`config.mk`:
```
export PLATFORM = sky130hd
export DESIGN_NAME = swm_cell
export DESIGN_NICKNAME = d
export VERILOG_FILES = /design/src/swm_pkg.sv /design/src/swm_cell.sv
export SDC_FILE = /design/constraint.sdc
export NUM_CORES = 1
export LEC_CHECK = 0
export ABC_AREA = 1
export ABC_CLOCK_PERIOD_IN_PS = 5200
export BUFFER_PORTS_ARGS = -buffer_cell sky130_fd_sc_hd__buf_2
export CELL_PAD_IN_SITES_DETAIL_PLACEMENT = 0
export CELL_PAD_IN_SITES_GLOBAL_PLACEMENT = 2
export CORE_AREA = 2 2 133 135
export CTS_BUF_LIST = sky130_fd_sc_hd__clkbuf_4 sky130_fd_sc_hd__clkbuf_8
export DETAILED_ROUTE_END_ITERATION = 7
export DIE_AREA = 0 0 135 137
export PLACE_DENSITY_LB_ADDON = 0.3
export SYNTH_ARGS = -nofsm -noshare
export SYNTH_HDL_FRONTEND = slang
export SYNTH_SLANG_ARGS = --single-unit
export TNS_END_PERCENT = 1
```
`constraint.sdc`:
```
create_clock -name clk -period 5.2 [get_ports clk]
set_input_delay 1.04 -clock clk [delete_from_list [all_inputs] [get_ports clk]]
set_output_delay 1.04 -clock clk [all_outputs]
set_load 0.01 [all_outputs]
```
`src/swm_pkg.sv`:
```
// ============================================================================
// swm_pkg - shared types and constants for the sliding window maximum
// Position, window length and cell control types, plus register map codes.
// ============================================================================
`timescale 1ns / 1ps
`default_nettype none

package swm_pkg;

    // Sample positions wrap modulo 2^16
    localparam int POS_WIDTH = 16;

    // Width of the window_length register field
    localparam int WLEN_WIDTH = 7;

    // APB address: one 32-bit register, word index at bit 2
    localparam int APB_ADDR_WIDTH = 3;
    localparam int APB_DATA_WIDTH = 32;
    localparam int REG_INDEX_LSB  = 2;

    typedef logic [POS_WIDTH-1:0]  pos_t;
    typedef logic [WLEN_WIDTH-1:0] wlen_t;

    // Register index codes
    typedef enum logic
    {
        REG_WINDOW_LENGTH = 1'b0,
        REG_UNMAPPED      = 1'b1
    } reg_idx_t;

    // Status a cell presents to its neighbors
    typedef struct packed
    {
        logic valid;    // cell holds a deque entry
        logic pop;      // entry is not larger than the incoming sample
        logic expired;  // entry has left the window
    } cell_stat_t;

    // Control broadcast to every cell
    typedef struct packed
    {
        logic advance;  // a sample transaction is taken this cycle
        logic shift;    // drop the front entry: take data from the right neighbor
        logic clear;    // start of stream: discard all held entries
    } cell_ctrl_t;

endpackage

`default_nettype wire

```
`src/swm_cell.sv`:
```
// ============================================================================
// swm_cell - one slot of the monotonic deque
// Holds one (value, position) entry. Compares it against the incoming sample
// and the window, and either keeps its source entry, takes the new sample as
// the new tail, or goes empty. Source is itself or its right neighbor.
// ============================================================================
`timescale 1ns / 1ps
`default_nettype none

module swm_cell #(
    parameter int SAMPLE_WIDTH = 32,
    parameter int KW           = 7
) (
    input  wire                                   clk,
    input  wire                                   rst_n,
    input  wire swm_pkg::cell_ctrl_t              ctrl,
    input  wire logic signed [SAMPLE_WIDTH-1:0]   sample,
    input  wire swm_pkg::pos_t                    cur_pos,
    input  wire swm_pkg::pos_t                    new_pos,
    input  wire logic [KW-1:0]                    k,
    // right neighbor (toward the back of the deque)
    input  wire swm_pkg::cell_stat_t              right_stat,
    input  wire logic signed [SAMPLE_WIDTH-1:0]   right_value,
    input  wire swm_pkg::pos_t                    right_pos,
    // left neighbor keeps its entry
    input  wire                                   left_keep,
    output swm_pkg::cell_stat_t                   stat,
    output logic signed [SAMPLE_WIDTH-1:0]        value,
    output swm_pkg::pos_t                         pos,
    output logic                                  keep,
    output logic signed [SAMPLE_WIDTH-1:0]        value_next_out
);
    import swm_pkg::*;

    logic                           valid_reg, valid_next;
    logic signed [SAMPLE_WIDTH-1:0] value_reg, value_next;
    pos_t                           position_reg, position_next;
    pos_t                           age;
    cell_stat_t                     src_stat;
    logic signed [SAMPLE_WIDTH-1:0] src_value;
    pos_t                           src_pos;

    // Compare own entry against the window and the incoming sample
    assign age          = cur_pos - position_reg;
    assign stat.valid   = valid_reg;
    assign stat.pop     = valid_reg && (value_reg <= sample);
    assign stat.expired = valid_reg && (age >= pos_t'(k));
    assign value        = value_reg;
    assign pos          = position_reg;

    // Select source entry: own, or right neighbor when the front drops
    assign src_stat  = ctrl.shift ? right_stat  : stat;
    assign src_value = ctrl.shift ? right_value : value_reg;
    assign src_pos   = ctrl.shift ? right_pos   : position_reg;

    assign keep = src_stat.valid && !src_stat.pop && !ctrl.clear;

    // Next entry: keep source, append the sample as tail, or go empty
    always_comb
    begin
        valid_next    = valid_reg;
        value_next    = value_reg;
        position_next = position_reg;
        if (ctrl.advance)
        begin
            valid_next    = keep || left_keep;
            value_next    = keep ? src_value : sample;
            position_next = keep ? src_pos   : new_pos;
        end
        else if (ctrl.shift)
        begin
            valid_next    = right_stat.valid;
            value_next    = right_value;
            position_next = right_pos;
        end
    end

    assign value_next_out = value_next;

    // Hold the entry
    always_ff @(posedge clk or negedge rst_n)
    begin
        if (!rst_n)
        begin
            valid_reg <= 1'b0;
        end
        else
        begin
            valid_reg <= valid_next;
        end
    end

    always_ff @(posedge clk)
    begin
        value_reg    <= value_next;
        position_reg <= position_next;
    end

endmodule

`default_nettype wire
```
==> metrics.md, run 1 <==
| Metric | Value |
|---|---|
| Finished Layout Cells | between 1000 and 1500 |
| Total congestion overflow | 0 |
| Die width | roughly 140 um |
| Root Driver | clkbuf_8 |
| Routed len/inst | ~14 um |
| P_leak | 3.40 nW |
| Worst-margin pin slew | a little under 0.7 ns |
| Syn-to-layout area delta | 32.1% |
| Post-place setup slack | between 0.7 and 0.8 ns |
| Most instantiated cells after synthesis | 293 x nand2_1, 85 x inv_1, 65 x nand3_1, 54 x ha_1, 48 x dfxtp_1 |
| Initial Util | about a quarter |
| CTS Hold Bufs | 0 |
| Initial antenna violation count | 3 |
| Maximum vdd drop | slightly below 0.0001 V |
| DIE AREA | 18500 um2 |
| Crit. End Element | output port |
| # DRC | 0 |
| CP Launch Type | input pin |
| Largest family of logic cells by synthesized area | simple AND/OR/NAND/NOR gates |
| Nets | ~1100 |
| Minimum clock period | 4.41 ns |
| Synth Area in Compound Gates | 8.88% |
| Cell taking the most area after synthesis | nand2_1 |
| Worst clock skew | 0.00632 ns |
| Vias in the first global route | 4812 |
| Final Hold Viols | 0 |
| Reg2Reg Depth | 15 |
| Vias/cell | around 4.3 |
| Seq/Total Area, Yosys | a little under a quarter |
| Reg2reg setup slack | between 2 and 3 ns |
| Dpl hpwl | roughly 12000 um |
| Tcrit/Tclk final | 84.7% |
| DR vias | ~4800 |
| CTS Buf Count | 5 |
| Post-Route WL | 15100 um |
| Worst EP required | 4.16 ns |
| Count leader, synth | nand2_1 |
| Largest net degree at the start of global routing | 65 |
| Die Ht | ~140 um |
| Crit Path Max Fanout | 50 |
| Area after DPL | ~5400 um2 |
| PnR worst setup slack | about 0.79 ns |
| Post_cts resized | 0 |
| Average size of a mapped cell | 6.10 um2 |
| Clock-pin slew on the worst setup and hold paths | about 0.11 ns |
| Simple-gate share of the synthesized area | a little under two fifths |
| CP Data Arrival Time | approximately 3.4 ns |
| CP endpoint | value_next_out[31] |
| Distinct cells, synth | 30 |
| Mapped Area | approximately 4200 um2 |
| Core box area | between 15000 and 20000 um2 |
| Design Area, Final | between 5000 and 6000 um2 |
| Reg-to-Reg End | valid_reg |
| TritonCTS clock tree | built |
| Crit path largest cell delay | 0.52 ns |
| Max reg flops | 32 |
| Max-cap violations | 0 |
| HP Class | input pin to async pin |
| CP Cell Sequence | buf_2, inv_1, ha_1, nand2_1, inv_1, nor2_1, o21a_1, nand2_1, a21oi_1, nand3_1, nand3_1, nand3_1, nand2_2, buf_4, nand3_1, nand2_1, buf_2 |
| Fmax achieved | ~230 MHz |
| Sink Count | 49 |
| H-tree Lvls | 2 |
| Async set-reset flop share out of synthesis | 2.04% |
| Start of the worst register-to-register path | value[31] |
| Placed insts | 1100 |
| RSZ-0062 raised after global routing | no |
| Fin. max-slew vios | 0 |
| Routability-driven placement congestion ratio | just under 0.8 |
| Post-synthesis cell count | between 600 and 700 |
| YS warnings | 0 |
| Wire length of the first global-routing pass | around 24000 um |
| Main synth FF type | dfxtp_1 |
| Crit Path Class | input pin to output port |
| Most Frequent Cell on Critical Path | nand3_1 |
| Synth Area in Adders | about 17% |
| Yosys reg bits | 49 |
| Final setup vio count | 0 |
| Worst-skew pair later-pin latency | 0.33 ns |
| Critical Path Start | sample[31] |
| Filler cells | about 2000 |
| Slew margin rel. | between 50 and 60% |
| Post-CTS Repair Setup Buffers | 0 |
| # IOs | approximately 210 |
| Status | complete, no violations |
| All-layer global routing usage | around 16% |
| Layout cells sized above 1 | about 26% |
| Iter 0 DRT Violations | around 150 |
| Multiplexer share of the synthesized area | 0% |
| Yosys top cell area share | 26.3% |
| Slowest CP cell | buf_4 |
| Top cells by area, synth | nand2_1 26%, dfxtp_1 23%, ha_1 16% |
| Post-route ant nets | 0 |
| Drt pass-1 iters | 4 |
| Row count | 48 |
| Power Density | approximately 250 nW/um2 |
| Setup TNS | 0 ns |
| Post-Synthesis Net Count | approximately 870 |
| Post-synth EDFFs | 0 |
| Post-synthesis xor/xnor area fraction | 2.30% |
| Longest Clk Path Bufs | 2 |
| Number of I/O port buffers | 210 |
[critical path, delay by kind of cell]
family,cells,cell delay [ns]
AND/OR/NAND/NOR,9,0.89
buffers and inverters,5,0.83
adder cells (fa/ha/maj),1,0.32
AO/OA/AOI/OAI,2,0.29
[worst min-delay path by stage]
stage	cells past startpoint	startpoint	slack, ns	endpoint
5_1_grt	1	rst_n	0.44	valid_reg
6_report	1	rst_n	0.46	valid_reg
3_3_place_gp	4	pos[0]	0.57	pos[0]
3_5_place_dp	4	value[21]	0.58	value[21]
2_1_floorplan	4	pos[0]	0.58	pos[0]
4_1_cts	1	rst_n	0.43	valid_reg
[metal layers]
layer  track usage, %  vias up  wire [um]
met5                0        -          0
met4             3.94        0        124
met3             4.19        8       1050
met2             28.9      124       7340
met1             19.5     2067       6550
li1                 -     2556          -
[cell usage in the layout, fill, tap and decap left out, drive strengths merged, types with 2 or more instances in the layout]
master / n
nand2: 295
buf: 216
inv: 86
nand3: 65
ha: 54
dfxtp: 48
a21oi: 30
o21ai: 25
nor2: 21
nand4: 7
xor2: 6
clkbuf: 6
xnor2: 5
a21o: 4
diode: 2
o21a: 2
a31oi: 2
o21bai: 2
clkinv: 2
[cells by family after synthesis]
| kind of cell | Yosys count |
|---|---|
| DFF | 49 |
| and+or+nand+nor | 390 |
| xor gates and xnor gates | 11 |
| buffers and inverters | 113 |
| AOI/OAI and AO/OA | 68 |
| adders and majority gates | 55 |
[area by class of cell]
type                            count  area [um2]  share of cell area (%)
Clock buffer                        6        76.3                    1.38
Sequential cell                    49         986                    17.8
Tap cell                          225         282                    5.09
Multi-Input combinational cell    524        2740                    49.5
Clock inverter                      2        10.0                   0.181
Inverter                           86         323                    5.84
Timing Repair Buffer              216        1110                    20.0
Antenna cell                        2        5.00                  0.0905
[per-stage QoR]
stage	hold WS (ns)	power, mW	utilization, %
after floorplan	0.575	0.889	-
after global placement	0.570	1.14	31.9
after detailed placement	0.578	1.13	31.9
after CTS	0.434	1.40	32.4
after global routing	0.438	1.50	32.4
final	0.463	1.37	32.4
[power by group]
group | switching, mW | total, mW | leakage (nW) | internal (mW)
Clock | 0.155 | 0.254 | 0.0484 | 0.0994
Combinational | 0.384 | 0.650 | 2.94 | 0.266
Sequential | 0.0380 | 0.464 | 0.415 | 0.426
(Power assumes the default switching activity.)
==> run 2: changes to the inputs <==
--- a/config.mk
+++ b/config.mk
@@ -6,14 +6,14 @@
 export NUM_CORES = 1
 export LEC_CHECK = 0
 export ABC_AREA = 1
-export ABC_CLOCK_PERIOD_IN_PS = 5200
+export ABC_CLOCK_PERIOD_IN_PS = 4200
 export BUFFER_PORTS_ARGS = -buffer_cell sky130_fd_sc_hd__buf_2
 export CELL_PAD_IN_SITES_DETAIL_PLACEMENT = 0
 export CELL_PAD_IN_SITES_GLOBAL_PLACEMENT = 2
-export CORE_AREA = 2 2 133 135
+export CORE_AREA = 2 2 138 140
 export CTS_BUF_LIST = sky130_fd_sc_hd__clkbuf_4 sky130_fd_sc_hd__clkbuf_8
 export DETAILED_ROUTE_END_ITERATION = 7
-export DIE_AREA = 0 0 135 137
+export DIE_AREA = 0 0 140 142
 export PLACE_DENSITY_LB_ADDON = 0.3
 export SYNTH_ARGS = -nofsm -noshare
 export SYNTH_HDL_FRONTEND = slang
==> constraint.sdc (replaced) <==
create_clock -name clk -period 4.2 [get_ports clk]
set_input_delay 0.84 -clock clk [delete_from_list [all_inputs] [get_ports clk]]
set_output_delay 0.84 -clock clk [all_outputs]
set_load 0.01 [all_outputs]
==> run 2 against run 1 <==
  * The run now ends with design-rule violations left
  * Sequential share of layout area shrank 0.16 points
  * Cell count grew 0.99%
  * Die area grew 7.5%
  * Design area grew 0.93%
  * Via count grew 0.32%
  * Sequential power grew 24%
  * Clock power grew 29%
  * Non-clock buffer count grew 3
  * Sequential cell count is the same
  * First-iteration DRC count shrank 3.9%
  * Critical path type unchanged
==> metrics.md, run 2 (synthesis results as in run 1) <==
| Metric | Value |
|---|---|
| Commonest cells after routing, fill and taps aside | 293 x nand2_1, 210 x buf_2, 85 x inv_1 |
| Met1 Use GR | about 18% |
| Top Usage Layer GRT | met2 |
| TritonCTS clock tree | built |
| Area after DPL | around 5500 um2 |
| Root Driver | clkbuf_8 |
| Clock-pin slew on the worst setup and hold paths | ~0.11 ns |
| Worst-skew pair later-pin latency | roughly 0.33 ns |
| Largest net degree at the start of global routing | 48 |
| Status | complete, but fails checks |
| Maximum vdd drop | roughly 0.00013 V |
| Hold WS | roughly 0.26 ns |
| # DRC | 12 |
| Worst clock skew | ~0.016 ns |
| Minimum clock period | between 3 and 4 ns |
| Leading cell type in the layout, fill and taps excluded | nand2_1 |
| H-tree Lvls | 2 |
| Max reg flops | 32 |
| Filler cells | 2135 |
| CP Data Arrival Time | approximately 3.1 ns |
| # IOs | 212 |
| Crit Path Max Fanout | 4 |
| Die Ht | 142 um |
| Drt pass-1 iters | 8 |
| Reg2reg setup slack | around 2.0 ns |
| Met3 Resource Use GR | 5.01% |
| Core Util, Final | a little under a third |
| Layout cells sized above 1 | 26.3% |
| Total congestion overflow | 0 |
| Failing checks | design-rule violations |
| Setup TNS | 0 ns |
| Post-Route WL | 15300 um |
| Fmax achieved | between 200 and 300 MHz |
| Sink Count | between 40 and 50 |
| DR vias | 4770 |
| CP Launch Type | input pin |
| Max-cap violations | 0 |
| Crit Path Class | input pin to output port |
| Tcrit/Tclk final | roughly 93% |
| Number of I/O port buffers | 210 |
| HP Class | input pin to async pin |
| Reg-to-Reg End | value[27] |
| Routability-driven placement congestion ratio | roughly 0.76 |
| Final Hold Viols | 0 |
| Start of the worst register-to-register path | value[31] |
| Finished Layout Cells | around 1100 |
| Crit. End Element | output port |
| Syn-to-layout area delta | 33.4% |
| Post-route ant nets | 0 |
| Worst-margin pin slew | approximately 0.49 ns |
| Post-place setup slack | between 0.15 and 0.2 ns |
| Worst EP required | about 3.4 ns |
| DIE AREA | slightly below 20000 um2 |
| CTS Buf Count | 5 |
| Vias/cell | 4.26 |
| Initial Util | a little under a quarter |
| Vias in the first global route | a little under 5000 |
| Longest Clk Path Bufs | 2 |
| Row count | 50 |
| Iter 0 DRT Violations | 146 |
| PnR worst setup slack | 0.284 ns |
| Final Power | approximately 1.7 mW |
| Power Density | around 310 nW/um2 |
| Wire length of the first global-routing pass | about 25000 um |
| Core box area | 18500 um2 |
| Fin. max-slew vios | 0 |
| M2 GR Usage | around 28% |
| Final setup vio count | 0 |
| Placed insts | between 1000 and 1500 |
| Design Area, Final | roughly 5600 um2 |
| Dpl hpwl | ~12000 um |
| Routed len/inst | about 14 um |
| Reg2Reg Depth | 15 |
| P_leak | approximately 3.4 nW |
| All-layer global routing usage | between 10% and 20% |
| Initial antenna violation count | 3 |
| Die width | between 100 and 150 um |
| Slew margin rel. | 67.3% |
| RSZ-0062 raised after global routing | no |
| Nets | between 1000 and 1500 |
## run 2: changes by cell type in the layout (fill, tap and decap cells not counted), sizes merged
cell	before	now
buf	216	219
diode	2	1
clkinvlp	0	2
clkinv	2	0
## run 2: worst max-delay path: stages
cell	delay (ns)
buf_2	0.10
inv_1	0.05
ha_1	0.14
inv_1	0.06
fa_2	0.37
nand3_1	0.08
nand2_1	0.13
nand2_1	0.09
nand2_1	0.07
xor2_1	0.16
ha_1	0.29
nand3_1	0.09
or2_2	0.29
nand4_1	0.10
nand2_1	0.05
inv_1	0.05
buf_2	0.12
## run 2: routing by layer
layer / vias to the layer above / wire length, um
met5: - / 22
met4: 4 / 176
met2: 131 / 7350
met3: 15 / 1200
li1: 2563 / -
met1: 2057 / 6510
## run 2: cell type report
class / count / area, um2 / share of cell area, %
Antenna cell: 1 / 2.50 / 0.0448
Inverter: 86 / 323 / 5.78
Tap cell: 234 / 293 / 5.25
Multi-Input combinational cell: 524 / 2740 / 49.1
Clock buffer: 6 / 76.3 / 1.37
Timing Repair Buffer: 219 / 1140 / 20.5
Sequential cell: 49 / 986 / 17.7
Clock inverter: 2 / 15.0 / 0.269
## run 2: worst max path at each step
stage,from,end
CTS,cur_pos[0],stat[0]
global route,cur_pos[0],stat[0]
global placement,cur_pos[0],stat[0]
floorplan,cur_pos[0],stat[0]
finish,cur_pos[0],stat[0]
detailed placement,cur_pos[0],stat[0]
## run 2: timing repair
action | in CTS | in global routing
hold buffers | 0 | 0
buffers inserted | 0 | 0
resized for setup | 0 | 1
setup endpoints to repair | 0 | 1
hold endpoints to repair | 0 | 0
## run 2: where the power goes
group	switching (mW)	leakage (nW)	internal, mW
Sequential	0.0472	0.415	0.527
Combinational	0.478	2.96	0.335
Clock	0.202	0.0409	0.125
Total	0.727	3.41	0.987
